$ cat config.mk
export PLATFORM = sky130hd
export DESIGN_NAME = fir_threshold_binarizer
export DESIGN_NICKNAME = d
export VERILOG_FILES = /design/src/fbt_pkg.sv /design/src/fir_threshold_binarizer.sv /design/src/fbt_window.sv /design/src/fbt_cell.sv /design/src/fbt_decide.sv
export SDC_FILE = /design/constraint.sdc
export NUM_CORES = 2
export LEC_CHECK = 0
export CAP_MARGIN = 30
export CORE_AREA = 4 4 404 406
export DETAILED_ROUTE_END_ITERATION = 10
export DIE_AREA = 0 0 408 410
export DONT_BUFFER_PORTS = 1
export GPL_TIMING_DRIVEN = 0
export HOLD_SLACK_MARGIN = 0.05
export PLACE_DENSITY = 0.72
export SYNTH_ARGS = -nofsm -noshare
export SYNTH_HDL_FRONTEND = slang
export SYNTH_HIERARCHICAL = 1
export SYNTH_SLANG_ARGS = --single-unit
$ cat constraint.sdc
create_clock -name i_clk -period 7 [get_ports i_clk]
set_input_delay 0.7 -clock i_clk [delete_from_list [all_inputs] [get_ports i_clk]]
set_output_delay 0.7 -clock i_clk [all_outputs]
set_load 0.1 [all_outputs]
$ cat src/fbt_pkg.sv
// ----------------------------------------------------------------------------
// fbt_pkg: shared types and constants of the threshold binarizer
// Sizes of the pixel window, coefficient and sum widths, register indexes and
// the word that travels along the multiply-accumulate cell chain.
// ----------------------------------------------------------------------------
package fbt_pkg;

    // filter geometry
    localparam int TAPS       = 9;
    localparam int PIXEL_BITS = 8;
    localparam int COEFF_BITS = 16;

    // configuration register layout
    localparam int SLOT_BITS  = 16;
    localparam int PER_REG    = 3;
    localparam int COEFF_REGS = 3;
    localparam int CFG_W      = PER_REG * SLOT_BITS;
    localparam int LEVEL_W    = 32;
    localparam int CFG_IDX_W  = 3;

    // register indexes
    localparam logic [CFG_IDX_W-1:0] REG_COEFF_TAPS_0_2 = CFG_IDX_W'(0);
    localparam logic [CFG_IDX_W-1:0] REG_COEFF_TAPS_3_5 = CFG_IDX_W'(1);
    localparam logic [CFG_IDX_W-1:0] REG_COEFF_TAPS_6_8 = CFG_IDX_W'(2);
    localparam logic [CFG_IDX_W-1:0] REG_DECISION_LEVEL = CFG_IDX_W'(3);

    // arithmetic widths
    localparam int PROD_W = PIXEL_BITS + 1 + COEFF_BITS;
    localparam int ACC_W  = PROD_W + $clog2(TAPS);
    localparam int CMP_W  = (ACC_W > LEVEL_W) ? ACC_W : LEVEL_W;
    localparam int FILL_W = $clog2(TAPS + 1);

    typedef logic [PIXEL_BITS-1:0]         t_pix;
    typedef logic signed [COEFF_BITS-1:0]  t_coeff;
    typedef logic signed [LEVEL_W-1:0]     t_level;
    typedef logic [TAPS-1:0][PIXEL_BITS-1:0] t_win;

    // word handed from cell to cell: remaining pixels and the running sum
    typedef struct packed {
        logic                    vld;
        logic                    full;
        logic signed [ACC_W-1:0] psum;
        t_win                    pix;
    } t_mac_word;

endpackage

$ cat src/fir_threshold_binarizer.sv
// ----------------------------------------------------------------------------
// fir_threshold_binarizer: 9-tap FIR filter with threshold decision
//
// Pixels arrive on the input channel (i_in_valid, o_in_stall, i_pixel), one
// word per cycle at most. Each accepted pixel shifts into the window and the
// window is sent down a chain of TAPS multiply-accumulate cells, one tap per
// cell, followed by the compare and output register. Results leave on the
// output channel (o_out_valid, i_out_stall, o_decision, o_valid_res), one per
// accepted pixel, in order.
// Each accepted window is registered in every cell in turn and then in the
// output register; the chain takes one pixel per cycle while the output is
// not stalled, each cell doing its multiply-add in front of its register.
// A stall on the output holds the result word; stages behind it keep filling
// their empty slots, and o_in_stall rises only once the whole chain is full.
// o_valid_res and o_decision are low on each result until nine pixels have been taken.
// The configuration port (i_cfg_valid, o_cfg_ready, i_cfg_index, i_cfg_data)
// is always ready; indexes 0 to 2 load packed coefficients, index 3 the
// signed threshold, higher indexes are ignored. Write it only while idle.
// Reset clears the window, the fill count, the configuration and the chain's valid flags.
// ----------------------------------------------------------------------------
module fir_threshold_binarizer (
    input  logic                           i_clk,
    input  logic                           i_rst_n,
    // pixel input
    input  logic                           i_in_valid,
    output logic                           o_in_stall,
    input  logic [fbt_pkg::PIXEL_BITS-1:0] i_pixel,
    // result output
    output logic                           o_out_valid,
    input  logic                           i_out_stall,
    output logic                           o_decision,
    output logic                           o_valid_res,
    // configuration writes
    input  logic                           i_cfg_valid,
    output logic                           o_cfg_ready,
    input  logic [fbt_pkg::CFG_IDX_W-1:0]  i_cfg_index,
    input  logic [fbt_pkg::CFG_W-1:0]      i_cfg_data
);
    import fbt_pkg::*;

    logic [CFG_W-1:0] r_coeff [COEFF_REGS];
    t_level           r_level;
    t_coeff           w_coeff [TAPS];
    t_mac_word        w_word  [TAPS+1];
    logic             w_take  [TAPS+1];

    // configuration registers
    assign o_cfg_ready = 1'b1;

    always_ff @(posedge i_clk) begin
        if (!i_rst_n) begin
            r_coeff[0] <= '0;
            r_coeff[1] <= '0;
            r_coeff[2] <= '0;
            r_level    <= '0;
        end else if (i_cfg_valid && o_cfg_ready) begin
            unique case (i_cfg_index)
                REG_COEFF_TAPS_0_2: r_coeff[0] <= i_cfg_data;
                REG_COEFF_TAPS_3_5: r_coeff[1] <= i_cfg_data;
                REG_COEFF_TAPS_6_8: r_coeff[2] <= i_cfg_data;
                REG_DECISION_LEVEL: r_level    <= i_cfg_data[LEVEL_W-1:0];
                default: ;
            endcase
        end
    end

    // coefficient of each tap from its slot
    for (genvar k = 0; k < TAPS; k++) begin : g_coeff
        assign w_coeff[k] =
            r_coeff[k / PER_REG][(k % PER_REG) * SLOT_BITS +: COEFF_BITS];
    end

    // window and fill count
    fbt_window u_window (
        .i_clk      (i_clk),
        .i_rst_n    (i_rst_n),
        .i_in_valid (i_in_valid),
        .i_pixel    (i_pixel),
        .i_take     (w_take[0]),
        .o_word     (w_word[0])
    );

    assign o_in_stall = !w_take[0];

    // multiply-accumulate chain, one cell per tap
    for (genvar k = 0; k < TAPS; k++) begin : g_cell
        fbt_cell u_cell (
            .i_clk   (i_clk),
            .i_rst_n (i_rst_n),
            .i_coeff (w_coeff[k]),
            .i_word  (w_word[k]),
            .o_take  (w_take[k]),
            .o_word  (w_word[k+1]),
            .i_take  (w_take[k+1])
        );
    end

    // threshold and output register
    fbt_decide u_decide (
        .i_clk       (i_clk),
        .i_rst_n     (i_rst_n),
        .i_level     (r_level),
        .i_word      (w_word[TAPS]),
        .o_take      (w_take[TAPS]),
        .o_out_valid (o_out_valid),
        .i_out_stall (i_out_stall),
        .o_decision  (o_decision),
        .o_valid_res (o_valid_res)
    );

endmodule

$ cat src/fbt_window.sv
// ----------------------------------------------------------------------------
// fbt_window: pixel window and fill counter
// Shifts each accepted pixel into the window and starts a word for the cell
// chain carrying the updated window, a zero sum and the window-full flag.
// ----------------------------------------------------------------------------
module fbt_window (
    input  logic               i_clk,
    input  logic               i_rst_n,
    input  logic               i_in_valid,
    input  fbt_pkg::t_pix      i_pixel,
    input  logic               i_take,
    output fbt_pkg::t_mac_word o_word
);
    import fbt_pkg::*;

    t_win              r_win;
    t_win              n_win;
    logic [FILL_W-1:0] r_fill;
    logic              w_accept;

    assign w_accept = i_in_valid && i_take;

    // oldest pixel in entry 0, newest enters at the top
    assign n_win = {i_pixel, r_win[TAPS-1:1]};

    always_ff @(posedge i_clk) begin
        if (!i_rst_n) begin
            r_win  <= '0;
            r_fill <= '0;
        end else if (w_accept) begin
            r_win <= n_win;
            if (r_fill != FILL_W'(TAPS)) begin
                r_fill <= r_fill + FILL_W'(1);
            end
        end
    end

    // word offered to the first cell
    always_comb begin
        o_word      = '0;
        o_word.vld  = i_in_valid;
        o_word.full = (r_fill >= FILL_W'(TAPS - 1));
        o_word.pix  = n_win;
    end

endmodule

$ cat src/fbt_cell.sv
// ----------------------------------------------------------------------------
// fbt_cell: one multiply-accumulate cell of the chain
// Multiplies the lowest pixel of the incoming word by its coefficient, adds it
// to the running sum and hands the word on with the pixels shifted down.
// ----------------------------------------------------------------------------
module fbt_cell (
    input  logic               i_clk,
    input  logic               i_rst_n,
    input  fbt_pkg::t_coeff    i_coeff,
    input  fbt_pkg::t_mac_word i_word,
    output logic               o_take,
    output fbt_pkg::t_mac_word o_word,
    input  logic               i_take
);
    import fbt_pkg::*;

    logic                    r_vld;
    logic                    r_full;
    logic signed [ACC_W-1:0] r_psum;
    t_win                    r_pix;
    logic signed [PROD_W-1:0] w_prod;
    logic signed [ACC_W-1:0] n_psum;
    t_win                    n_pix;

    // stage is free when empty or when its word moves on
    assign o_take = !r_vld || i_take;

    // unsigned pixel times signed coefficient
    assign w_prod = PROD_W'($signed({1'b0, i_word.pix[0]})) * PROD_W'(i_coeff);
    assign n_psum = i_word.psum + ACC_W'(w_prod);
    assign n_pix  = i_word.pix >> PIXEL_BITS;

    always_ff @(posedge i_clk) begin
        if (!i_rst_n) begin
            r_vld <= 1'b0;
        end else if (o_take) begin
            r_vld <= i_word.vld;
        end
    end

    always_ff @(posedge i_clk) begin
        if (o_take && i_word.vld) begin
            r_full <= i_word.full;
            r_psum <= n_psum;
            r_pix  <= n_pix;
        end
    end

    always_comb begin
        o_word.vld  = r_vld;
        o_word.full = r_full;
        o_word.psum = r_psum;
        o_word.pix  = r_pix;
    end

endmodule

$ cat src/fbt_decide.sv
// ----------------------------------------------------------------------------
// fbt_decide: threshold compare and output register
// Compares the finished sum with the decision level and holds the result word
// until the receiver takes it.
// ----------------------------------------------------------------------------
module fbt_decide (
    input  logic               i_clk,
    input  logic               i_rst_n,
    input  fbt_pkg::t_level    i_level,
    input  fbt_pkg::t_mac_word i_word,
    output logic               o_take,
    output logic               o_out_valid,
    input  logic               i_out_stall,
    output logic               o_decision,
    output logic               o_valid_res
);
    import fbt_pkg::*;

    logic                    r_out_valid;
    logic                    r_decision;
    logic                    r_valid_res;
    logic signed [CMP_W-1:0] w_sum;
    logic signed [CMP_W-1:0] w_thr;
    logic                    n_decision;

    assign o_take = !r_out_valid || !i_out_stall;

    // sign-extended compare, forced low until the window is full
    assign w_sum      = CMP_W'(i_word.psum);
    assign w_thr      = CMP_W'(i_level);
    assign n_decision = i_word.full && (w_sum >= w_thr);

    always_ff @(posedge i_clk) begin
        if (!i_rst_n) begin
            r_out_valid <= 1'b0;
        end else if (o_take) begin
            r_out_valid <= i_word.vld;
        end
    end

    always_ff @(posedge i_clk) begin
        if (o_take && i_word.vld) begin
            r_decision  <= n_decision;
            r_valid_res <= i_word.full;
        end
    end

    assign o_out_valid = r_out_valid;
    assign o_decision  = r_decision;
    assign o_valid_res = r_valid_res;

endmodule
* Yosys cells after proc, flatten, opt, wreduce, memory -nomap -nowiden
Memory sizes are Yosys's and may differ from the RTL's. Index checks and enable logic that the tools add are counted.
Word-level totals: output and inout bits 5, flip-flop bits (word level) 666, RAM bits 144, memories 1, input port bits 64
Cells by class: add/sub/neg operators 9, reduce and logical (&&, ||, !) cells 36, magnitude comparators 2, bitwise gates (word level) 3, muxes and demuxes 16, $mul 9, eq/ne operators 4
Memory list:
- r_coeff | depth 3, bits a word 48, rd ports 3, clocked after Yosys merged registers in 0, write ports 3, line fir_threshold_binarizer.sv:41 | logic [CFG_W-1:0] r_coeff [COEFF_REGS];
Operator list (count):
- $mul A9 B16 Y25 | 9
- $add A29 B25 Y29 | 7
- $mux W48 | 3
- $ge A29 B32 Y1 | 1
- $add A25 B25 Y26 | 1
- $mux W1 | 13
- $logic_not A1 Y1 | 12
- $logic_and A1 B1 Y1 | 11
- $logic_or A1 B1 Y1 | 10
- $eq A3 B2 Y1 const B | 2
- $add A4 B1 Y4 const B | 1
- $ge A4 B4 Y1 const B | 1
- $ne A4 B4 Y1 const B | 1
- $reduce_and A2 Y1 | 2
- $eq A3 B1 Y1 const B | 1
- $logic_not A3 Y1 | 1
- $or A1 B1 Y1 | 3

* Depth between registers and ports, before layout
depth in word-level cells 13, mapped depth 21, gate-level depth less buffers 19

* By module
Netlist, hierarchy kept.
Modules (own cells, without submodules):
- fbt_cell at g_cell[3].u_cell ... | sequential area each 2842.7 µm², times used 4, cells an instance 829, area an instance 8944.8 µm²
- fbt_cell at g_cell[0].u_cell ... | sequential area each 2842.7 µm², times used 2, cells an instance 822, area an instance 8951.1 µm²
- fbt_cell at g_cell[2].u_cell | sequential area each 2842.7 µm², times used 1, cells an instance 825, area an instance 8954.8 µm²
- fbt_cell at g_cell[8].u_cell | sequential area each 2842.7 µm², times used 1, cells an instance 806, area an instance 8844.7 µm²
- fbt_cell at g_cell[7].u_cell | sequential area each 2842.7 µm², times used 1, cells an instance 789, area an instance 8742.1 µm²
- fir_threshold_binarizer | sequential area each 4964.8 µm², times used 1, cells an instance 354, area an instance 6217.2 µm²
- fbt_window | sequential area each 1361.3 µm², times used 1, cells an instance 344, area an instance 3263.1 µm²
- fbt_decide | sequential area each 80.1 µm², times used 1, cells an instance 122, area an instance 968.4 µm²

* Worst setup path after synthesis
OpenSTA, ideal clock, no wires.
path kind register -> register, start point mem r_coeff[0][63] (netlist name), end point reg g_cell[3].u_cell.r_psum[28], data pin, stages on the path, launching flop included 21, data arrival time 5.286 ns, path slack 1.540 ns, required time 6.826 ns, clock period less this slack 5.460 ns, cell sequence edfxtp_1 > clkbuf_1 > nand2_1 > fa_1 > inv_1 > fa_1 > inv_1 > fa_1 > inv_1 > fa_1 > inv_1 > fa_1 > inv_1 > ha_1 > buf_6 > a21oi_2 > o21ai_1 > or4_1 > a32o_1 > or2_1 > a311oi_1
RTL lines:
- start, declared | line fir_threshold_binarizer.sv:41
- end signal, assigned | line fbt_cell.sv:44 | r_psum <= n_psum;
- end, declared | line fbt_cell.sv:19 | logic signed [ACC_W-1:0] r_psum;

* Final worst setup path
start point reg g_cell[4].u_cell.r_pix, in the netlist g_cell[4].u_cell/o_word[3], end point reg g_cell[5].u_cell.r_psum[28], data pin
On the way: word-level cells in the longest chain between the ends 2
Ends and longest elaborated chain:
- start, declared | line fbt_cell.sv:20 | t_win r_pix;
- start signal, assigned | line fbt_cell.sv:45 | r_pix <= n_pix;
- $mul A9 B16 Y25 | line fbt_cell.sv:29 | assign w_prod = PROD_W'($signed({1'b0, i_word.pix[0]})) * PROD_W'(i_coeff);
- $add A29 B25 Y29 | line fbt_cell.sv:30 | assign n_psum = i_word.psum + ACC_W'(w_prod);
- net g_cell[5].u_cell.n_psum[28] | line fbt_cell.sv:22 | logic signed [ACC_W-1:0] n_psum;
- end signal, assigned | line fbt_cell.sv:44
- end, declared | line fbt_cell.sv:19
The timed path passes the listed nets, and every way through them passes these cells. A chain may end at the register's enable or synchronous reset.

==> run_results.csv <==
group,metric,value,unit
status,status,"finished clean",
floorplanning,fp.dieW,408,µm
drt,top_layer,"met5",
sta,setup_violations,0,
setup_path,reg2reg_depth,18,
setup_path,worstSetupEndpointType,"flip-flop",
power_and_ir_drop,leakage,41.3,nW
drt,firstDrtPassIters,7,
cts,hold_buffers,0,
worst_hold_path,worstHoldStart,"i_cfg_data[18]",
power_and_ir_drop,vdd_drop_max,0.000496,V
setup_path,r2r-start,"g_cell[4].u_cell/o_word[3]",
setup_path,required,7.43,ns
drt,viasPerCell,5.35,
floorplanning,fp.dieH,410,µm
cts,cts.sinks,814,
setup_path,rr_endpoint,"g_cell[5].u_cell/r_psum[28]",
final_layout,final_nets,9820,
sta,hold_ws,0.126,ns
cts,cts_setup_buffers,0,
flow_run,cap_violations,0,
final_layout,instances_no_fill,10200,
setup_path,critPathKind,"flip-flop to flip-flop",
power_and_ir_drop,clock_power_share,11.7,%
sta,tns,0,ns
power_and_ir_drop,p_int,20.7,mW
setup_path,crit_arrival,7.03,ns
global_route,grt_first_pass_wirelength,319000,µm
sta,relSlewSlack,24.3,%
drt,wl_met2,90600,µm
power_and_ir_drop,p_sw,19.1,mW
drt,first_iter_violations,4363,
sta,skew,0.0290,ns
cts,clk_latency,0.71,ns
cts,h-tree-depth,3,
power_and_ir_drop,pwr-share-comb,69.9,%
power_and_ir_drop,powerDensity,452,mW/mm²
global_route,antenna_found_initial,33,
setup_path,cp-start-kind,"flip-flop",
worst_hold_path,min_path_type,"input port to flip-flop",
logic_synthesis,syn_area_per_cell,10.4,µm²
sta,timing.fmax,151,MHz
drt,wl,200000,µm
worst_hold_path,holdPathEnd,"r_level[18]",
place,hpwl,167000,µm
drt,routedWlPerCell,19.6,µm
cts,clk_pin_slew,0.07,ns
logic_synthesis,yosys_warnings,6,
global_route,grt_max_degree,70,
sta,maxSlewViolCount,0,
cts,cts_tree,"yes",
global_route,grt_remaining_overflow,0,
floorplanning,start_util,51.0,%
cts,ctsRootBufferMaster,"clkbuf_16",
drt,ant_nets,0,
drt,routedLengthMet1,85800,µm
cts,cts_inserted_buffers,87,
global_route,grt_pass1_vias,56700,
sta,hold_viol,0,
drt,drcViolationCount,0,
global_route,grt_util_all_layers,24.4,%
drt,via_count,54500,
place,pre_cts_ws,0.137,ns
setup_path,reg2reg_slack,0.39,ns
drt,wl_met3,15400,µm
sta,min_period_over_period,94.4,%
power_and_ir_drop,power_frac_seq,18.4,%
worst_hold_path,hold_depth,2,
sta,setup_slack,0.393,ns
place,place_inst,9999,
floorplanning,rows,147,
setup_path,crit_fanout,10,
place,place.gp.congestion,0.958,
cts,ctsLongestPathBuffers,3,
place,place_area,0.0852,mm²
power_and_ir_drop,switching_share,48.1,%
logic_synthesis,syn_area,0.0814,mm²
place,portBuffers,0,
floorplanning,ioPinCount,69,
final_layout,drive_gt1_share,7.42,%
sta,rsz0062_at_grt,"false",
sta,fin_crit,6.61,ns
sta,tightest_slew,1.13,ns
final_layout,fin_area,0.0881,mm²
logic_synthesis,syn_inst,7831,
final_layout,area_growth,8.11,%
floorplanning,die_area,0.167,mm²
floorplanning,core,0.160,mm²
-- per-layer routing --
metal | GRT usage, % | up-vias
met5 | 0 | -
met4 | 8.55 | 4
met3 | 4.50 | 334
met2 | 38.5 | 1799
met1 | 34.2 | 27500
li1 | - | 24900
-- sequential cells by signal, indices dropped and copies added, names as in the netlist, 4 cells and up --
name / count
g_cell.u_cell/o_word: 288
g_cell.u_cell/r_psum: 261
r_coeff: 144
u_window/o_word: 64
r_level: 32
g_cell.u_cell/r_full: 9
g_cell.u_cell/r_vld: 9
u_window/r_fill: 4
-- through the flow --
stage / total power [mW] / utilization, %
floorplan: 28.1 / -
global placement: 34.5 / 52.7
detailed placement: 34.9 / 53.3
CTS: 39.8 / 55.1
global route: 43.7 / 55.1
finish: 39.8 / 55.1
-- how the worst max path moves through the flow --
stage | depth (start not counted) | from | slack, ns | endpoint
floorplan | 20 | r_coeff[0][63] | 1.54 | g_cell[3].u_cell/r_psum[28]
global placement | 2 | i_cfg_valid | -1.20 | r_coeff[0][95]
detailed placement | 20 | r_coeff[0][95] | 0.14 | g_cell[5].u_cell/r_psum[28]
CTS | 18 | g_cell[4].u_cell/o_word[3] | 0.11 | g_cell[5].u_cell/r_psum[28]
global route | 19 | g_cell[4].u_cell/o_word[0] | 0.13 | g_cell[5].u_cell/r_psum[28]
finish | 18 | g_cell[4].u_cell/o_word[3] | 0.39 | g_cell[5].u_cell/r_psum[28]
-- repair_timing --
item | CTS | global route
endpoints found under the hold margin | 0 | 0
resized for setup | 0 | 1
endpoints found under the setup margin | 0 | 1
-- worst max-delay path, stage by stage, from the launching register on --
cell and delay (ns):
edfxtp_1 0.67, clkbuf_1 0.49, nand2_1 0.24, fa_1 0.73
fa_1 0.49, fa_1 0.52, inv_1 0.06, fa_1 0.52
inv_1 0.05, fa_1 0.47, inv_1 0.04, ha_1 0.25
buf_2 0.17, nand2_1 0.08, o21ai_1 0.08, or4_1 0.41
a32o_1 0.27, or2_1 0.26, a311oi_2 0.51
-- final cells by class --
| type | instances | area [µm²] |
|---|---|---|
| flip-flops and latches | 814 | 23300 |
| inverters | 1790 | 6720 |
| multi-input cells | 5002 | 50200 |
| diodes | 15 | 37.5 |
| plain buffers | 253 | 1490 |
| clock buffers | 114 | 2370 |
| well taps | 2086 | 2610 |
| fillers | 13600 | 71800 |
| clock inverters | 49 | 470 |
| repair buffers | 54 | 774 |
-- power groups by stage --
stage	clock network [mW]	registers (mW)	logic (mW)
2_1_floorplan	0	7.25	20.9
3_3_place_gp	0	7.42	27.1
3_5_place_dp	0	7.41	27.5
4_1_cts	4.72	7.32	27.8
5_1_grt	4.93	7.35	31.4
6_report	4.64	7.32	27.8
-- cell usage in the layout, fill, tap and decap left out, types with 26 or more instances in the layout --
| cell type | count |
|---|---|
| conb_1 | 30 |
| a21oi_1 | 264 |
| o21ai_0 | 118 |
| nor3b_2 | 46 |
| clkbuf_16 | 89 |
| xor2_1 | 85 |
| o211ai_1 | 30 |
| nand3_1 | 83 |
| nor2b_1 | 31 |
| and2_1 | 649 |
| a21o_1 | 83 |
| edfxtp_1 | 704 |
| nor3_1 | 32 |
| o21ai_1 | 26 |
| a211oi_1 | 33 |
| nand2_1 | 886 |
| buf_2 | 37 |
| and3_1 | 44 |
| buf_4 | 73 |
| o21a_1 | 27 |
| clkbuf_1 | 144 |
| a31oi_1 | 41 |
| a21boi_2 | 50 |
| buf_6 | 44 |
| inv_1 | 1790 |
| nand4_1 | 34 |
| fa_1 | 1161 |
| dfxtp_1 | 110 |
| nor2_1 | 89 |
| ha_1 | 593 |
| nand2_2 | 51 |
| xnor2_1 | 136 |
| mux2i_1 | 34 |
(Power assumes the default switching activity.)
